<file path="src/hw/rtl/fdp_pkg.sv">
// fdp_pkg: types and constants for the framed decimal field parser
// no dependencies; imported by fdp_core and framed_decimal_field_parser_unit

package fdp_pkg;

    localparam logic [7:0] COMMA_BYTE   = 8'h2C;
    localparam logic [7:0] ZERO_BYTE    = 8'h30;
    localparam logic [7:0] START_RESET  = 8'd60;
    localparam logic [7:0] STOP_RESET   = 8'd62;

    localparam int CFG_IDX_W = 1;
    localparam logic [CFG_IDX_W-1:0] REG_START_MARKER = 1'b0;
    localparam logic [CFG_IDX_W-1:0] REG_STOP_MARKER  = 1'b1;

    localparam logic [1:0] FIELD_ONE   = 2'd0;
    localparam logic [1:0] FIELD_TWO   = 2'd1;
    localparam logic [1:0] FIELD_THREE = 2'd2;
    localparam logic [1:0] FIELD_DONE  = 2'd3;

    typedef struct packed {
        logic [7:0] start_marker;
        logic [7:0] stop_marker;
    } fdp_markers_t;

    typedef struct packed {
        logic [15:0] field_three;
        logic [7:0]  field_two;
        logic [7:0]  field_one;
    } fdp_fields_t;

endpackage

</file>
<file path="src/hw/rtl/fdp_core.sv">
// fdp_core: packet state and decimal accumulators, one byte per step
// depends on fdp_pkg; result flag is combinational from current state and rx_byte, fields from current state

module fdp_core
    import fdp_pkg::*;
(
    input  logic         aclk,
    input  logic         aresetn,
    input  logic         step,
    input  logic [7:0]   rx_byte,
    input  fdp_markers_t markers,
    output logic         emit,
    output fdp_fields_t  fields
);

    logic        in_packet_reg, in_packet_next;
    logic [1:0]  field_index_reg, field_index_next;
    logic [7:0]  acc_one_reg, acc_one_next;
    logic [7:0]  acc_two_reg, acc_two_next;
    logic [15:0] acc_three_reg, acc_three_next;

    logic        is_start, is_stop, is_comma;
    logic [7:0]  digit8;
    logic [15:0] digit16;

    assign is_start = (rx_byte == markers.start_marker);
    assign is_stop  = (rx_byte == markers.stop_marker);
    assign is_comma = (rx_byte == COMMA_BYTE);
    assign digit8   = rx_byte - ZERO_BYTE;
    assign digit16  = {8'd0, rx_byte} - {8'd0, ZERO_BYTE};

    assign emit   = !is_start && in_packet_reg && is_stop;
    assign fields = '{field_three: acc_three_reg, field_two: acc_two_reg,
                      field_one: acc_one_reg};

    always_comb begin
        in_packet_next   = in_packet_reg;
        field_index_next = field_index_reg;
        acc_one_next     = acc_one_reg;
        acc_two_next     = acc_two_reg;
        acc_three_next   = acc_three_reg;
        if (is_start) begin
            in_packet_next   = 1'b1;
            field_index_next = FIELD_ONE;
            acc_one_next     = 8'd0;
            acc_two_next     = 8'd0;
            acc_three_next   = 16'd0;
        end else if (in_packet_reg) begin
            if (is_stop) begin
                in_packet_next = 1'b0;
            end else if (is_comma) begin
                if (field_index_reg != FIELD_DONE) begin
                    field_index_next = field_index_reg + 2'd1;
                end
            end else begin
                // times ten as two shifts and an add
                case (field_index_reg)
                    FIELD_ONE: begin
                        acc_one_next = (acc_one_reg << 3) + (acc_one_reg << 1) + digit8;
                    end
                    FIELD_TWO: begin
                        acc_two_next = (acc_two_reg << 3) + (acc_two_reg << 1) + digit8;
                    end
                    FIELD_THREE: begin
                        acc_three_next = (acc_three_reg << 3) + (acc_three_reg << 1)
                                         + digit16;
                    end
                    default: begin
                    end
                endcase
            end
        end
    end

    always_ff @(posedge aclk) begin
        if (!aresetn) begin
            in_packet_reg   <= 1'b0;
            field_index_reg <= FIELD_ONE;
            acc_one_reg     <= 8'd0;
            acc_two_reg     <= 8'd0;
            acc_three_reg   <= 16'd0;
        end else if (step) begin
            in_packet_reg   <= in_packet_next;
            field_index_reg <= field_index_next;
            acc_one_reg     <= acc_one_next;
            acc_two_reg     <= acc_two_next;
            acc_three_reg   <= acc_three_next;
        end
    end

`ifndef SYNTHESIS
    a_emit_closes: assert property (@(posedge aclk) disable iff (!aresetn)
        (step && emit) |=> !in_packet_reg)
        else $error("packet still open after a result");

    a_start_clears: assert property (@(posedge aclk) disable iff (!aresetn)
        (step && is_start) |=> (in_packet_reg && field_index_reg == FIELD_ONE
                                && acc_one_reg == 8'd0 && acc_two_reg == 8'd0
                                && acc_three_reg == 16'd0))
        else $error("start marker did not clear the packet state");

    a_index_saturates: assert property (@(posedge aclk) disable iff (!aresetn)
        (step && field_index_reg == FIELD_DONE && !is_start) |=>
            (field_index_reg == FIELD_DONE))
        else $error("field index left saturation without a start marker");
`endif

endmodule

</file>
<file path="src/hw/rtl/framed_decimal_field_parser_unit.sv">
// Framed decimal field parser: usage
// s_axis (tdata = rx_byte[7:0]) carries raw received bytes, one per transfer.
// A start marker opens or restarts a packet, commas separate up to three
// decimal fields, a stop marker inside a packet yields one transfer on m_axis
// with tdata = field_one[7:0], field_two[15:8], field_three[31:16].
// Bytes outside a packet are dropped; digits after a third comma are ignored.
// Config channel: cfg_index 0 = start marker (reset 60), 1 = stop marker
// (reset 62); cfg_ready is always high, write only while the block is idle.
// Path: a byte is held in the input register, then processed in fdp_core;
// a result is held in the output register and shown on m_axis.
// Throughput: one byte per cycle while no result is blocked, set by the
// accumulator update in fdp_core between the input and output registers.
// When m_tready is low and a result waits, bytes that produce no result still
// move on; a byte that would produce a result waits in the input register and
// s_tready falls until the output register is free.
// Reset (aresetn low, synchronous) empties both registers, closes any packet
// and restores the default markers.
// depends on fdp_pkg and fdp_core

module framed_decimal_field_parser_unit
    import fdp_pkg::*;
(
    input  logic                 aclk,
    input  logic                 aresetn,
    input  logic                 s_tvalid,
    output logic                 s_tready,
    input  logic [7:0]           s_tdata,   // rx_byte[7:0]
    output logic                 m_tvalid,
    input  logic                 m_tready,
    output logic [31:0]          m_tdata,   // field_one[7:0], field_two[15:8], field_three[31:16]
    input  logic                 cfg_valid,
    output logic                 cfg_ready,
    input  logic [CFG_IDX_W-1:0] cfg_index,
    input  logic [7:0]           cfg_data
);

    logic         in_valid_reg;
    logic [7:0]   in_byte_reg;
    logic         out_valid_reg;
    fdp_fields_t  out_fields_reg;
    fdp_markers_t markers_reg;

    logic         emit;
    fdp_fields_t  fields;
    logic         out_free;
    logic         step;

    assign out_free  = !out_valid_reg || m_tready;
    // a byte with no result never needs the output register
    assign step      = in_valid_reg && (out_free || !emit);
    assign s_tready  = !in_valid_reg || step;
    assign cfg_ready = 1'b1;
    assign m_tvalid  = out_valid_reg;
    assign m_tdata   = out_fields_reg;

    fdp_core u_core (
        .aclk    (aclk),
        .aresetn (aresetn),
        .step    (step),
        .rx_byte (in_byte_reg),
        .markers (markers_reg),
        .emit    (emit),
        .fields  (fields)
    );

    always_ff @(posedge aclk) begin
        if (!aresetn) begin
            in_valid_reg <= 1'b0;
        end else if (s_tready) begin
            in_valid_reg <= s_tvalid;
        end
        if (s_tready && s_tvalid) begin
            in_byte_reg <= s_tdata;
        end
    end

    always_ff @(posedge aclk) begin
        if (!aresetn) begin
            out_valid_reg <= 1'b0;
        end else if (step && emit) begin
            out_valid_reg <= 1'b1;
        end else if (m_tready) begin
            out_valid_reg <= 1'b0;
        end
        if (step && emit) begin
            out_fields_reg <= fields;
        end
    end

    always_ff @(posedge aclk) begin
        if (!aresetn) begin
            markers_reg.start_marker <= START_RESET;
            markers_reg.stop_marker  <= STOP_RESET;
        end else if (cfg_valid && cfg_ready) begin
            case (cfg_index)
                REG_START_MARKER: markers_reg.start_marker <= cfg_data;
                REG_STOP_MARKER:  markers_reg.stop_marker  <= cfg_data;
                default: begin
                end
            endcase
        end
    end

`ifndef SYNTHESIS
    a_stall_only_on_result: assert property (@(posedge aclk) disable iff (!aresetn)
        !s_tready |-> (in_valid_reg && out_valid_reg && !m_tready && emit))
        else $error("input stalled without a blocked result");

    a_result_from_byte: assert property (@(posedge aclk) disable iff (!aresetn)
        $rose(out_valid_reg) |-> $past(in_valid_reg))
        else $error("result without a byte in the input register");

    a_no_overwrite: assert property (@(posedge aclk) disable iff (!aresetn)
        (out_valid_reg && !m_tready) |=> (out_valid_reg && $stable(out_fields_reg)))
        else $error("waiting result lost or overwritten");
`endif

endmodule
</file>
<file path="config.mk">
export PLATFORM = sky130hd
export DESIGN_NAME = framed_decimal_field_parser_unit
export DESIGN_NICKNAME = d
export VERILOG_FILES = /design/src/hw/rtl/fdp_pkg.sv /design/src/hw/rtl/fdp_core.sv /design/src/hw/rtl/framed_decimal_field_parser_unit.sv
export SDC_FILE = /design/constraint.sdc
export NUM_CORES = 1
export LEC_CHECK = 0
export ABC_AREA = 1
export BUFFER_PORTS_ARGS = -buffer_cell sky130_fd_sc_hd__buf_4
export CORE_MARGIN = 8
export CORE_UTILIZATION = 60
export CTS_BUF_LIST = sky130_fd_sc_hd__clkbuf_4 sky130_fd_sc_hd__clkbuf_8
export DETAILED_ROUTE_END_ITERATION = 16
export PLACE_DENSITY_LB_ADDON = 0.3
export SYNTH_ARGS = -nofsm -noshare
export SYNTH_HDL_FRONTEND = slang
export SYNTH_HIERARCHICAL = 1
export SYNTH_SLANG_ARGS = --single-unit
</file>
<file path="constraint.sdc">
create_clock -name aclk -period 3.9 [get_ports aclk]
set_clock_uncertainty 0.05 [all_clocks]
set_input_delay 0.975 -clock aclk [delete_from_list [all_inputs] [get_ports aclk]]
set_output_delay 0.975 -clock aclk [all_outputs]
set_load 0.05 [all_outputs]
</file>
==> results.json, run 1 <==
{
  "die_h_um": 113,
  "wl_per_cell_um": 14.9,
  "mostFrequentLayoutCells": "nand2_1, inv_1, nand3_1, buf_4, nor2_1",
  "ys_warn_count": 6,
  "wirelength_mm": 13.1,
  "min_path_type": "reg -> reg",
  "insertion_delay_ps": 370,
  "syn_inst": 705,
  "numCtsBuffers": 9,
  "finalNonFillerCells": 878,
  "fin_crit_sh_pct": 82.4,
  "dp.cells": 862,
  "setup_violations": 0,
  "fillers": 734,
  "avgSynthCellArea_sq_um": 8.04,
  "fin_nets": 842,
  "hold_violations": 0,
  "dpl_cell_area_sq_um": 6170,
  "cpLargestDelayFamily": "adder cells",
  "vias": 4695,
  "cts-root-buf": "clkbuf_8",
  "cts_tree": "yes",
  "gp_congestion": 0.891,
  "post_cts_buffers": 0,
  "status": "finished, final reports clean",
  "via_per_inst": 5.35,
  "path_clk_slew_ps": 90,
  "drc": 0,
  "dp_hpwl_mm": 9.81,
  "ys_seq_elements": 93,
  "ys_seq_area_share_pct": 39.9,
  "cp_cell_sequence": "ha_1, inv_1, nand2_1, inv_1, fa_1, ha_1, a21oi_1, nand2_1, a21oi_1, nand2_1, nand2_1, nand2_1, nor2_1, nand2_1, a21oi_1",
  "maxCapViolations": 0,
  "slowest_stage": "edfxtp_1",
  "num_rows": 35,
  "cp.arrival_ps": 3460,
  "leakage_uw": 0.00295,
  "crit_path_end_kind": "flip-flop",
  "fmax_mhz": 311,
  "grt_max_degree": 35,
  "gr-total-overflow": 0,
  "fin_tns_setup_ps": 0,
  "cts_hold_buf": 0,
  "cp.required_ps": 4150,
  "path_class": "reg -> reg",
  "htreeDepth": 3,
  "layout_commonest_cell": "nand2_1",
  "grt_pass1_vias": 4742,
  "rsz0062_at_grt": "false",
  "ant_nets": 0,
  "whs_ps": 398,
  "syn_area_sq_um": 5670,
  "antenna_found_initial": 0,
  "powerDensity_nw_per_um2": 309,
  "largest_register_ffs": 32,
  "path_buf_inv": 2,
  "ctsResizeCount": 0,
  "worst_slew_pin_slew_ps": 571,
  "ir_drop_v": 0.000227,
  "finalCriticalPeriod_ps": 3210,
  "boundaryPins": 57,
  "pre_cts_slack_ps": 709,
  "area_delta_synth_final_pct": 12.4,
  "cp-start-kind": "flip-flop",
  "report.final.slew_viol_count": 0,
  "clk_path_buf_depth": 2,
  "max_stage_delay_ps": 500,
  "cp_max_fo": 8,
  "syn_nets": 785,
  "start_util_pct": 61.6,
  "grt_pass1_wl_mm": 21.9,
  "cp_common_cell": "nand2_1",
  "die_x_um": 113,
  "dieArea_sq_um": 12800,
  "fin_ws_ps": 688,
  "drtIter0Drc": 254,
  "cts_sinks": 93,
  "grt_usage_pct": 21.2,
  "antennaDiodeCount": 0,
  "relSlewSlack_pct": 61.7,
  "portBuffers": 55,
  "core_area_sq_um": 9200,
  "synth_cell_type_count": 34,
  "drive_above_1_share_pct": 12.5,
  "dr.pass1.iters": 6,
  "final_area_sq_um": 6370
}
area by class of cell:
| cell class | count | area (sq um) | area share, % |
|---|---|---|---|
| Tap cell | 111 | 139 | 2.18 |
| Sequential cell | 93 | 2260 | 35.5 |
| Multi-Input combinational cell | 499 | 2940 | 46.1 |
| Clock buffer | 9 | 124 | 1.94 |
| Clock inverter | 7 | 78.8 | 1.24 |
| Timing Repair Buffer | 58 | 435 | 6.84 |
| Inverter | 101 | 394 | 6.19 |
synth_stat cells:
cell type  instances  area, sq um
a21oi_1           51          255
a21oi_2            2         17.5
and2_1             1         6.26
and3_1             1         6.26
buf_2              2         10.0
buf_4              2         15.0
buf_6              1         11.3
buf_8              1         15.0
clkbuf_1           5         18.8
clkbuf_2           1         5.00
clkinv_1           1         3.75
clkinv_4           2         17.5
conb_1             1         3.75
dfxtp_1           53         1060
edfxtp_1          40         1200
fa_1              23          460
ha_1              35          438
inv_1             96          360
inv_2              1         3.75
inv_6              1         8.76
nand2_1          209          785
nand2_4            5         56.3
nand3_1           63          315
nand3_2            1         10.0
nand3b_1           1         7.51
nand4_1            4         25.0
nor2_1            57          214
nor2_2             7         43.8
nor2_8             1         20.0
o21ai_0           13         65.1
o21ai_2            2         17.5
or2_2              1         6.26
xnor2_1           14          123
xor2_1             7         61.3
cell families (layout without fill, tap and decap cells):
group                      Yosys count  count (layout)  share of synthesized area (%)
and+or+nand+nor                    351             351                           26.4
DFF                                 93              93                           39.9
other                                1               1                         0.0662
adders and majority gates           58              58                           15.8
AOI/OAI and AO/OA                   68              68                           6.27
buffers and inverters              113             175                           8.28
xor gates and xnor gates            21              21                           3.25
final timing paths:
kind / from / to / slack, ps / depth (start not counted)
max reg2reg: in_byte_reg[5]$_DFFE_PP_ / u_core/acc_three_reg[15]$_SDFFE_PN0P_ / 690 / 15
min: u_core/acc_two_reg[7]$_SDFFE_PN0P_ / m_tdata[15]$_DFFE_PP_ / 400 / 0
max: in_byte_reg[5]$_DFFE_PP_ / u_core/acc_three_reg[15]$_SDFFE_PN0P_ / 690 / 15
min reg2reg: u_core/acc_two_reg[7]$_SDFFE_PN0P_ / m_tdata[15]$_DFFE_PP_ / 400 / 0
metal layers:
layer  track usage [%]  share of wire [%]  up-vias
met5                 0                  0        -
met4              8.70                2.9        0
met3              4.74                4.9       32
met2              36.8                 49      143
met1              24.7                 43     2172
li1                  -                  -     2348
stage by stage:
stage	power [uW]	utilization (%)
after floorplan	1250	-
after global placement	1310	67.1
after detailed placement	1320	67.1
after CTS	1970	69.3
after global routing	2040	69.3
final	1970	69.3
report_power, final:
part | switching [uW] | leakage (uW) | internal (uW) | total [uW]
sequential | 25.5 | 0.000767 | 1030 | 1050
clock | 362 | 0.0000998 | 304 | 666
combinational | 150 | 0.00209 | 95.8 | 246
total | 538 | 0.00295 | 1430 | 1970
(Power assumes the default switching activity.)
==> inputs of run 2 (changes only) <==
CORE_UTILIZATION = 56   (was 60)
clock period = 2.64 ns   (was 3.9 ns; I/O delays follow)
==> results.json, run 2 (same netlist as run 1, synthesis figures left out) <==
{
  "portBuffers": 55,
  "setup_violations": 14,
  "via_per_inst": 5.48,
  "gp_congestion": 0.885,
  "relSlewSlack_pct": 22.9,
  "pre_cts_slack_ps": -275,
  "antennaDiodeCount": 0,
  "powerDensity_nw_per_um2": 415,
  "htreeDepth": 3,
  "numCtsBuffers": 9,
  "core_area_sq_um": 9820,
  "report.final.slew_viol_count": 0,
  "boundaryPins": 57,
  "gr-total-overflow": 0,
  "largest_register_ffs": 32,
  "fmax_mhz": 357,
  "drc": 0,
  "finalCriticalPeriod_ps": 2810,
  "clk_path_buf_depth": 2,
  "cts_sinks": 93,
  "finalNonFillerCells": 959,
  "grt_usage_pct": 23.1,
  "cts-root-buf": "clkbuf_8",
  "fin_crit_sh_pct": 106,
  "fin_ws_ps": -165,
  "ant_nets": 0,
  "fin_util_pct": 76.1,
  "dp_hpwl_mm": 10.4,
  "grt_pass1_wl_mm": 24.4,
  "violations": "setup timing",
  "grt_pass1_vias": 5158,
  "wirelength_mm": 15.9,
  "cp-start-kind": "flip-flop",
  "cts_tree": "yes",
  "path_class": "reg -> reg",
  "drive_above_1_share_pct": 31.6,
  "path_buf_inv": 2,
  "cpLargestDelayFamily": "adder cells",
  "cp.required_ps": 2870,
  "cts_hold_buf": 0,
  "layout_commonest_cell": "nand2_1",
  "fin_nets": 901,
  "rsz0062_at_grt": "true",
  "hold_violations": 0,
  "worst_slew_pin_slew_ps": 1150,
  "drtIter0Drc": 444,
  "mostFrequentLayoutCells": "nand2_1, buf_4, inv_1, nand3_1, dfxtp_1",
  "dp.cells": 931,
  "area_delta_synth_final_pct": 31.9,
  "antenna_found_initial": 0,
  "wl_per_cell_um": 16.6,
  "cp_common_cell": "nand2_2",
  "max_stage_delay_ps": 490,
  "die_h_um": 117,
  "min_path_type": "reg -> reg",
  "crit_path_end_kind": "flip-flop",
  "leakage_uw": 0.00333,
  "die_x_um": 117,
  "cp.arrival_ps": 3030,
  "maxCapViolations": 0,
  "fillers": 664,
  "status": "finished with violations",
  "insertion_delay_ps": 370,
  "grt_max_degree": 35,
  "path_clk_slew_ps": 90,
  "start_util_pct": 57.7,
  "cp_max_fo": 4,
  "cp_cell_sequence": "buf_6, ha_4, inv_2, fa_1, ha_4, nand2_2, nor2_2, nand3_1, nand2_2, nand2_2, nand2_2, nand2_2, a21oi_2, nand2_1, a21oi_1",
  "num_rows": 36,
  "dr.pass1.iters": 5,
  "ir_drop_v": 0.000406,
  "slowest_stage": "fa_1",
  "vias": 5251,
  "dieArea_sq_um": 13600
}
-- run 2: cell count changes in the layout (fill, tap and decap cells not counted), sizes merged --
cell / before / now
inv: 101 / 100
clkbuf: 9 / 11
clkinv: 5 / 6
bufinv: 1 / 0
buf: 58 / 117
clkinvlp: 1 / 0
-- run 2: final cells by class --
cell class                 instances  area, sq um  area share [%]
tap                              133          166            2.23
timing repair buffer             117          947            12.7
clock buffer                      11          151            2.02
clock inverter                     5         42.5           0.569
sequential                        93         2260            30.3
inverter                         101          404            5.40
multi-input combinational        499         3500            46.9
-- run 2: worst register-to-register path, delay by kind of cell (launching register included) --
family	cells	cell delay, ps
fa+ha+maj	3	1080
simple gates	8	660
flops	1	470
buf+inv	2	220
compound gates	2	240
-- run 2: repair_timing --
| item | 4_1_cts | 5_1_grt |
|---|---|---|
| endpoints found under the setup margin | 13 | 34 |
| setup buffers | 10 | 3 |
| gates resized for setup | 74 | 70 |
| pin swaps | 48 | 46 |
| endpoints found under the hold margin | 0 | 0 |
-- run 2: path summary, 6_finish.rpt --
path / end / slack, ps / cells after the start / from
max: u_core/acc_three_reg[13]$_SDFFE_PN0P_ / -170 / 15 / in_byte_reg[5]$_DFFE_PP_
min: m_tdata[7]$_DFFE_PP_ / 400 / 0 / u_core/acc_one_reg[7]$_SDFFE_PN0P_
max reg2reg: u_core/acc_three_reg[13]$_SDFFE_PN0P_ / -170 / 15 / in_byte_reg[5]$_DFFE_PP_
min reg2reg: m_tdata[7]$_DFFE_PP_ / 400 / 0 / u_core/acc_one_reg[7]$_SDFFE_PN0P_
-- run 2: layer usage --
layer  part of all wire [%]  vias up  GRT usage [%]
li1                       -     2478              -
met1                     38     2476           27.2
met2                     51      238           40.2
met3                    7.1       59           4.03
met4                    3.4        0           10.9
met5                      0        -              0
-- run 2: report_power, final --
| group | switching, uW | internal [uW] | total [uW] |
|---|---|---|---|
| registers | 29.2 | 1520 | 1550 |
| clock network | 540 | 406 | 946 |
| logic | 325 | 288 | 614 |
-- run 2: through the flow --
stage	instance area [sq um]	setup TNS, ps	hold slack, ps	total power [uW]
3_5_place_dp	6570	-1720	369	2020
3_3_place_gp	6570	-1020	366	2000
2_1_floorplan	5680	0	359	1840
5_1_grt	7480	-2850	402	3230
6_report	7480	-1350	396	3110
4_1_cts	7220	-604	395	3030
